**config.mk**
```make
export PLATFORM = sky130hd
export DESIGN_NAME = pths_ctrl
export DESIGN_NICKNAME = d
export VERILOG_FILES = /design/src/pths_pkg.sv /design/src/pths_ctrl.sv
export SDC_FILE = /design/constraint.sdc
export NUM_CORES = 1
export LEC_CHECK = 0
export BUFFER_PORTS_ARGS = -buffer_cell sky130_fd_sc_hd__buf_2
export CAP_MARGIN = 40
export CORE_MARGIN = 2
export CORE_UTILIZATION = 49
export DETAILED_ROUTE_END_ITERATION = 6
export PLACE_DENSITY = 0.78
export SLEW_MARGIN = 10
export SYNTH_ARGS = -nofsm -noshare
export SYNTH_HDL_FRONTEND = slang
export SYNTH_SLANG_ARGS = --single-unit
```
**constraint.sdc**
```tcl
create_clock -name aclk -period 1.8 [get_ports aclk]
set_clock_uncertainty 0.1 [all_clocks]
set_input_delay 0.18 -clock aclk [delete_from_list [all_inputs] [get_ports aclk]]
set_output_delay 0.18 -clock aclk [all_outputs]
set_load 0.02 [all_outputs]
```
**src/pths_pkg.sv**
```systemverilog
`default_nettype none
package pths_pkg;

    localparam int HW = 6;
    localparam int TW = 64;

    localparam logic [1:0] REQ_REGISTER = 2'd0;
    localparam logic [1:0] REQ_CANCEL   = 2'd1;
    localparam logic [1:0] REQ_TICK     = 2'd2;
    localparam logic [1:0] REQ_NONE     = 2'd3;

    localparam logic [2:0] ST_REGISTERED = 3'd0;
    localparam logic [2:0] ST_FULL       = 3'd1;
    localparam logic [2:0] ST_FIRED      = 3'd2;
    localparam logic [2:0] ST_IDLE       = 3'd3;
    localparam logic [2:0] ST_CANCELLED  = 3'd4;
    localparam logic [2:0] ST_IGNORED    = 3'd5;

    typedef struct packed {
        logic [1:0]    req_type;
        logic [TW-1:0] time_value;
        logic [TW-1:0] period_in;
        logic [HW-1:0] handle_in;
    } req_t;

    typedef struct packed {
        logic [2:0]    status;
        logic [HW-1:0] handle_out;
        logic [TW-1:0] fire_time;
        logic [TW-1:0] period_out;
    } rsp_t;

    typedef enum logic [3:0] {
        OP_NONE,
        OP_LOAD,
        OP_INSERT,
        OP_UP_RD,
        OP_UP_CMP,
        OP_TOP_RD,
        OP_PER_RD,
        OP_POP,
        OP_ADVANCE,
        OP_DN_RD,
        OP_DN_RDR,
        OP_DN_CMP,
        OP_DN_SWAP,
        OP_CANCEL,
        OP_RESULT
    } op_t;

    typedef struct packed {
        op_t        op;
        logic [2:0] status;
    } cmd_t;

    typedef struct packed {
        logic       heap_empty;
        logic       top_due;
        logic       top_live;
        logic       top_periodic;
        logic       free_found;
        logic       heap_full;
        logic       cancel_ok;
        logic       up_swap;
        logic       up_done;
        logic       dn_done;
        logic       dn_swap;
        logic [1:0] req_type;
    } sts_t;

endpackage
`default_nettype wire

```
**src/pths_ctrl.sv**
```systemverilog
`default_nettype none
module pths_ctrl (
    input  wire logic          aclk,
    input  wire logic          aresetn,
    input  wire logic          s_valid,
    output logic               s_ready,
    output logic               m_valid,
    input  wire logic          m_ready,
    input  wire pths_pkg::sts_t sts,
    output pths_pkg::cmd_t     cmd
);
    import pths_pkg::*;

    localparam logic [3:0] S_IDLE = 4'd0, S_DEC = 4'd1, S_UPRD = 4'd2, S_UPCMP = 4'd3,
                           S_TOP = 4'd4, S_CHK = 4'd5, S_DNRD = 4'd6, S_DNRDR = 4'd7,
                           S_DNCMP = 4'd8, S_DNSW = 4'd9, S_DONE = 4'd10, S_OUT = 4'd11,
                           S_PRD = 4'd12;

    logic [3:0] state_reg, state_next;
    logic [2:0] st_reg, st_next;
    logic       fin_reg, fin_next;

    assign s_ready = state_reg == S_IDLE;
    assign m_valid = state_reg == S_OUT;

    always_comb begin
        state_next = state_reg;
        st_next    = st_reg;
        fin_next   = fin_reg;
        cmd.op     = OP_NONE;
        cmd.status = ST_IDLE;
        unique case (state_reg)
            S_IDLE: if (s_valid) begin
                cmd.op = OP_LOAD;
                state_next = S_DEC;
            end
            S_DEC: begin
                fin_next = 1'b0;
                priority if (sts.req_type == REQ_REGISTER) begin
                    if (sts.free_found && !sts.heap_full) begin
                        cmd.op = OP_INSERT;
                        st_next = ST_REGISTERED;
                        state_next = S_UPRD;
                    end else begin
                        st_next = ST_FULL;
                        state_next = S_DONE;
                    end
                end else if (sts.req_type == REQ_CANCEL) begin
                    if (sts.cancel_ok) begin
                        cmd.op = OP_CANCEL;
                        st_next = ST_CANCELLED;
                    end else st_next = ST_IGNORED;
                    state_next = S_DONE;
                end else if (sts.req_type == REQ_TICK) begin
                    st_next = ST_IDLE;
                    state_next = S_TOP;
                end else begin
                    st_next = ST_IDLE;
                    state_next = S_DONE;
                end
            end
            S_UPRD: begin
                if (sts.up_done) state_next = S_DONE;
                else begin
                    cmd.op = OP_UP_RD;
                    state_next = S_UPCMP;
                end
            end
            S_UPCMP: begin
                cmd.op = OP_UP_CMP;
                state_next = sts.up_swap ? S_UPRD : S_DONE;
            end
            S_TOP: begin
                if (sts.heap_empty || fin_reg) state_next = S_DONE;
                else begin
                    cmd.op = OP_TOP_RD;
                    state_next = S_PRD;
                end
            end
            S_PRD: begin
                cmd.op = OP_PER_RD;
                state_next = S_CHK;
            end
            S_CHK: begin
                if (!sts.top_due) state_next = S_DONE;
                else if (!sts.top_live) begin
                    cmd.op = OP_POP;
                    state_next = S_DNRD;
                end else begin
                    st_next = ST_FIRED;
                    fin_next = 1'b1;
                    cmd.status = ST_FIRED;
                    cmd.op = sts.top_periodic ? OP_ADVANCE : OP_POP;
                    state_next = S_DNRD;
                end
            end
            S_DNRD: begin
                if (sts.dn_done) state_next = S_TOP;
                else begin
                    cmd.op = OP_DN_RD;
                    state_next = S_DNRDR;
                end
            end
            S_DNRDR: begin
                cmd.op = OP_DN_RDR;
                state_next = S_DNCMP;
            end
            S_DNCMP: begin
                cmd.op = OP_DN_CMP;
                state_next = S_DNSW;
            end
            S_DNSW: begin
                if (sts.dn_swap) begin
                    cmd.op = OP_DN_SWAP;
                    state_next = S_DNRD;
                end else state_next = S_TOP;
            end
            S_DONE: begin
                cmd.op = OP_RESULT;
                cmd.status = st_reg;
                state_next = S_OUT;
            end
            S_OUT: if (m_ready) state_next = S_IDLE;
            default: state_next = S_IDLE;
        endcase
    end

    always_ff @(posedge aclk) begin
        if (!aresetn) begin
            state_reg <= S_IDLE;
            st_reg    <= ST_IDLE;
            fin_reg   <= 1'b0;
        end else begin
            state_reg <= state_next;
            st_reg    <= st_next;
            fin_reg   <= fin_next;
        end
    end
endmodule
`default_nettype wire
```
Word level (Yosys, flattened, before mapping) --
Cells that the tools add are included.
Operators by class: eq/ne operators 18, mux-type cells 38, reductions and logical operators 8
Operator list (count):
- $mux W4 | 16
- $pmux W4 S13 | 1
- $pmux W4 S12 | 1
- $eq A4 B4 Y1 const B | 5
- $mux W3 | 6
- $eq A4 B3 Y1 const B | 4
- $pmux W3 S2 | 2
- $eq A4 B2 Y1 const B | 2
- $mux W2 | 4
- $mux W7 | 1
- $mux W1 | 6
- $ne A2 B2 Y1 const B | 3
- $eq A4 B1 Y1 const B | 1
- $logic_not A4 Y1 | 1
- $reduce_and A3 Y1 | 1
- $eq A2 B1 Y1 const B | 1
- $eq A2 B2 Y1 const B | 1
- $logic_not A2 Y1 | 1
- $ne A2 B1 Y1 const B | 1
- $pmux W1 S2 | 1
- $reduce_and A2 Y1 | 1
- $reduce_bool A2 Y1 | 1
- $logic_and A1 B1 Y1 | 1
- $logic_not A1 Y1 | 1
- $logic_or A1 B1 Y1 | 1
Storage, ports and cells: flip-flop bits (word level) 8, input port bits 17, logic and storage cells 67

Depth between registers and ports, before layout --
depth after elaboration 5, depth in mapped cells 6, mapped depth without buffers 4

Worst setup path before layout --
OpenSTA, ideal clock, no wires.
kind flip-flop to output port, from register state_reg[3], to output port s_ready, data arrival time 1.377 ns, data required time 1.520 ns, slack 0.143 ns, stages on the path, launching flop included 4, buffers on the path 2, path through dfxtp_1 > buf_2 > buf_2 > nor4_1
Between the ends: cells in the longest elaborated chain, start to end 1
Ends and longest elaborated chain:
- from (decl) | RTL line pths_ctrl.sv:19 | logic [3:0] state_reg, state_next;
- from (signal assigned) | RTL line pths_ctrl.sv:134 | state_reg <= state_next;
- $logic_not A4 Y1 | RTL line pths_ctrl.sv:23 | assign s_ready = state_reg == S_IDLE;
- to (decl) | RTL line pths_ctrl.sv:6 | output logic s_ready,
No other way between the ends.

==> load_flow_metrics.sql <==
INSERT INTO impl_metrics (metric_group, metric, value, unit) VALUES
('place', 'buffer_ports.inserted', '25', ''),
('timing', 'post-route-min-period', '1900', 'ps'),
('grt', 'grt.overflow.total', '0', ''),
('route', 'detail_route.wl_per_cell', '15.6', 'um'),
('grt', 'grt_max_degree', '20', ''),
('floorplan', 'die_width', '43.7', 'um'),
('synthesis', 'yosys_register_bits', '8', ''),
('outcome', 'status', 'finished, violations left', ''),
('pwr', 'max-vdd-ir-drop', '0.937', 'mV'),
('clock_tree', 'clock-root-buffer', 'sky130_fd_sc_hd__clkbuf_4', ''),
('grt', 'total_track_usage', '29.2', '%'),
('grt', 'vias_in_the_first_global_route', '960', ''),
('clock_tree', 'cts_inserted_buffers', '3', ''),
('timing', 'setup_repair_after_global_routing_missed_its_margin', 'yes', ''),
('timing', 'fin_setup_tns', '-134', 'ps'),
('min_path', 'timing.hold.worst.class', 'input port to flop', ''),
('finish', 'finalCoreUtilization', '73.5', '%'),
('synthesis', 'yosys.area.top_type_share', '20.7', '%'),
('clock_tree', 'cts-root-to-sink-buffers', '2', ''),
('finish', 'area_used_by_multi_input_combinational_logic', '604', 'sq um'),
('synthesis', 'yosysTopAreaCell', 'sky130_fd_sc_hd__dfxtp_1', ''),
('pwr', 'power-per-cell-area', '1560', 'nW/um^2'),
('route', 'drc_marker_count_from_the_first_detailed_route_iteration', '45', ''),
('route', 'wl_met3', '187', 'um'),
('route', 'first_pass_iters', '4', ''),
('synthesis', 'ys_top_cells_by_area', 'sky130_fd_sc_hd__dfxtp_1 (21%), sky130_fd_sc_hd__a21oi_1 (7.8%), sky130_fd_sc_hd__nand2b_1 (4.9%), sky130_fd_sc_hd__nor2b_1 (4.9%), sky130_fd_sc_hd__buf_2 (4.5%)', ''),
('clock_tree', 'worst_skew_pair.late_latency', '240', 'ps'),
('timing', 'slew_viol_final', '0', ''),
('finish', 'n_antenna_cell', '0', ''),
('synthesis', 'post_synth.cell_area_avg', '6.90', 'sq um'),
('worst_setup_path', 'critical_path_peak_fanout', '3', ''),
('pwr', 'power', '0.00171', 'W'),
('clock_tree', 'hold_buffers', '0', ''),
('floorplan', 'dieArea', '1910', 'sq um'),
('finish', 'area_overhead_of_the_layout_relative_to_synthesis', '41.6', '%'),
('finish', 'register_area', '170', 'sq um'),
('timing', 'timing_worst_slew_pin_value', '527', 'ps'),
('floorplan', 'fp.coreArea', '1490', 'sq um'),
('finish', 'final_net_count', '165', ''),
('route', 'drt.antenna.violating_nets', '0', ''),
('clock_tree', 'cts_sinks', '8', ''),
('place', 'dpl_cell_area', '970', 'sq um'),
('timing', 'hold_viol_final', '0', ''),
('route', 'postRouteWirelength', '2.52', 'mm'),
('worst_setup_path', 'worstSetupStartpointType', 'flop', ''),
('timing', 'fmax', '0.525', 'GHz'),
('route', 'top_signal_layer_used', 'met4', ''),
('clock_tree', 'clock_input_transition_at_the_sequential_cells_of_the_worst_setup_and_hold_paths', '50', 'ps'),
('finish', 'largest_register_ffs', '4', ''),
('finish', 'layout_commonest_cell', 'sky130_fd_sc_hd__buf_2', ''),
('pwr', 'cellLeakagePower', '0.479', 'nW'),
('grt', 'global_route_wire_length_before_repair', '4.21', 'mm'),
('timing', 'worst_slack', '-105', 'ps'),
('synthesis', 'post_synth_instance_area', '773', 'sq um'),
('synthesis', 'synthesis.yosys.warnings', '0', ''),
('timing', 'setup_violations', '4', ''),
('clock_tree', 'h-tree-depth', '1', ''),
('worst_setup_path', 'criticalPathCategory', 'flop to output port', ''),
('synthesis', 'synth_cells', '112', ''),
('floorplan', 'i_o_pins', '26', ''),
('finish', 'stdcell_area', '1090', 'sq um'),
('place', 'gp_routability_congestion', '0.897', ''),
('synthesis', 'synthesis.nets', '129', ''),
('route', 'drc', '0', ''),
('finish', 'fraction_of_final_layout_cells_sized_beyond_drive_strength_1', '41.8', '%'),
('clock_tree', 'tritoncts_clock_tree', 'done', ''),
('worst_setup_path', 'worst-endpoint-arrival', '1620', 'ps'),
('timing', 'slew_headroom', '64.4', '%'),
('job', 'drv.max_cap_violation_count', '0', ''),
('floorplan', 'num_rows', '14', ''),
('outcome', 'violations', 'setup timing', '');
[cell type report]
class,count,area share [%]
timing repair buffer,39,23.7
multi-input combinational,91,55.2
inverter,5,1.71
sequential,8,15.5
tap,16,1.83
clock buffer,3,2.06
[where the power goes]
part / internal (W) / switching, W
registers: 0.000254 / 0.0000582
clock network: 0.0000756 / 0.0000502
logic: 0.000578 / 0.000696
total: 0.000908 / 0.000804
[critical path, cell delays in order (launching register included)]
cell                      delay (ps)
sky130_fd_sc_hd__dfxtp_2         340
sky130_fd_sc_hd__and3b_1         190
sky130_fd_sc_hd__and3_4          160
sky130_fd_sc_hd__a22o_1          240
sky130_fd_sc_hd__or3_4           330
sky130_fd_sc_hd__buf_6           140
[cells by family (layout without fill, tap and decap cells)]
kind of cell           count (synthesis)  count (layout)  synth area share [%]
flip-flops                             8               8                  20.7
buffers and inverters                 13              47                  7.44
AO/OA/AOI/OAI                         39              39                  33.5
AND/OR/NAND/NOR                       52              52                  38.4
[per-stage QoR]
stage | instances | hold WS [ps]
after floorplan | 112 | 152
after global placement | 157 | 310
after detailed placement | 157 | 310
after CTS | 162 | 58.1
after global routing | 162 | 66.7
final | 162 | 65.1
[cells in the mapped netlist]
| cell type | count |
|---|---|
| sky130_fd_sc_hd__a2111oi_0 | 1 |
| sky130_fd_sc_hd__a211o_1 | 3 |
| sky130_fd_sc_hd__a211oi_1 | 1 |
| sky130_fd_sc_hd__a21boi_0 | 1 |
| sky130_fd_sc_hd__a21oi_1 | 12 |
| sky130_fd_sc_hd__a221oi_1 | 3 |
| sky130_fd_sc_hd__a22o_1 | 1 |
| sky130_fd_sc_hd__a22oi_1 | 3 |
| sky130_fd_sc_hd__a311oi_1 | 1 |
| sky130_fd_sc_hd__and3_1 | 2 |
| sky130_fd_sc_hd__and3_4 | 1 |
| sky130_fd_sc_hd__and3b_1 | 2 |
| sky130_fd_sc_hd__buf_2 | 7 |
| sky130_fd_sc_hd__clkbuf_1 | 1 |
| sky130_fd_sc_hd__dfxtp_1 | 8 |
| sky130_fd_sc_hd__inv_1 | 5 |
| sky130_fd_sc_hd__nand2_1 | 8 |
| sky130_fd_sc_hd__nand2b_1 | 6 |
| sky130_fd_sc_hd__nand3_1 | 3 |
| sky130_fd_sc_hd__nand3b_1 | 1 |
| sky130_fd_sc_hd__nand4b_1 | 1 |
| sky130_fd_sc_hd__nor2_1 | 7 |
| sky130_fd_sc_hd__nor2b_1 | 6 |
| sky130_fd_sc_hd__nor3_1 | 5 |
| sky130_fd_sc_hd__nor4_1 | 3 |
| sky130_fd_sc_hd__nor4b_1 | 2 |
| sky130_fd_sc_hd__o211ai_1 | 1 |
| sky130_fd_sc_hd__o21a_1 | 2 |
| sky130_fd_sc_hd__o21ai_0 | 7 |
| sky130_fd_sc_hd__o221ai_1 | 1 |
| sky130_fd_sc_hd__o311ai_1 | 1 |
| sky130_fd_sc_hd__o31ai_1 | 1 |
| sky130_fd_sc_hd__or2_2 | 3 |
| sky130_fd_sc_hd__or3_1 | 2 |
[layer usage]
metal,global-route usage (%),vias up
met5,0,-
met4,10.9,0
met3,4.58,10
met2,48.8,72
met1,37.7,476
li1,-,488
[repair_timing]
item	CTS	global route
resized for setup	25	5
pin swaps	10	6
setup endpoints to repair	4	5
setup buffers	3	1
[final timing paths]
check | slack [ps] | cells past startpoint | from | end
max reg2reg | 230 | 4 | state_reg[3] | fin_reg
min | 70 | 2 | aresetn | st_reg[0]
min reg2reg | 390 | 2 | fin_reg | fin_reg
max | -100 | 5 | state_reg[3] | cmd[3]
(Power assumes the default switching activity.)
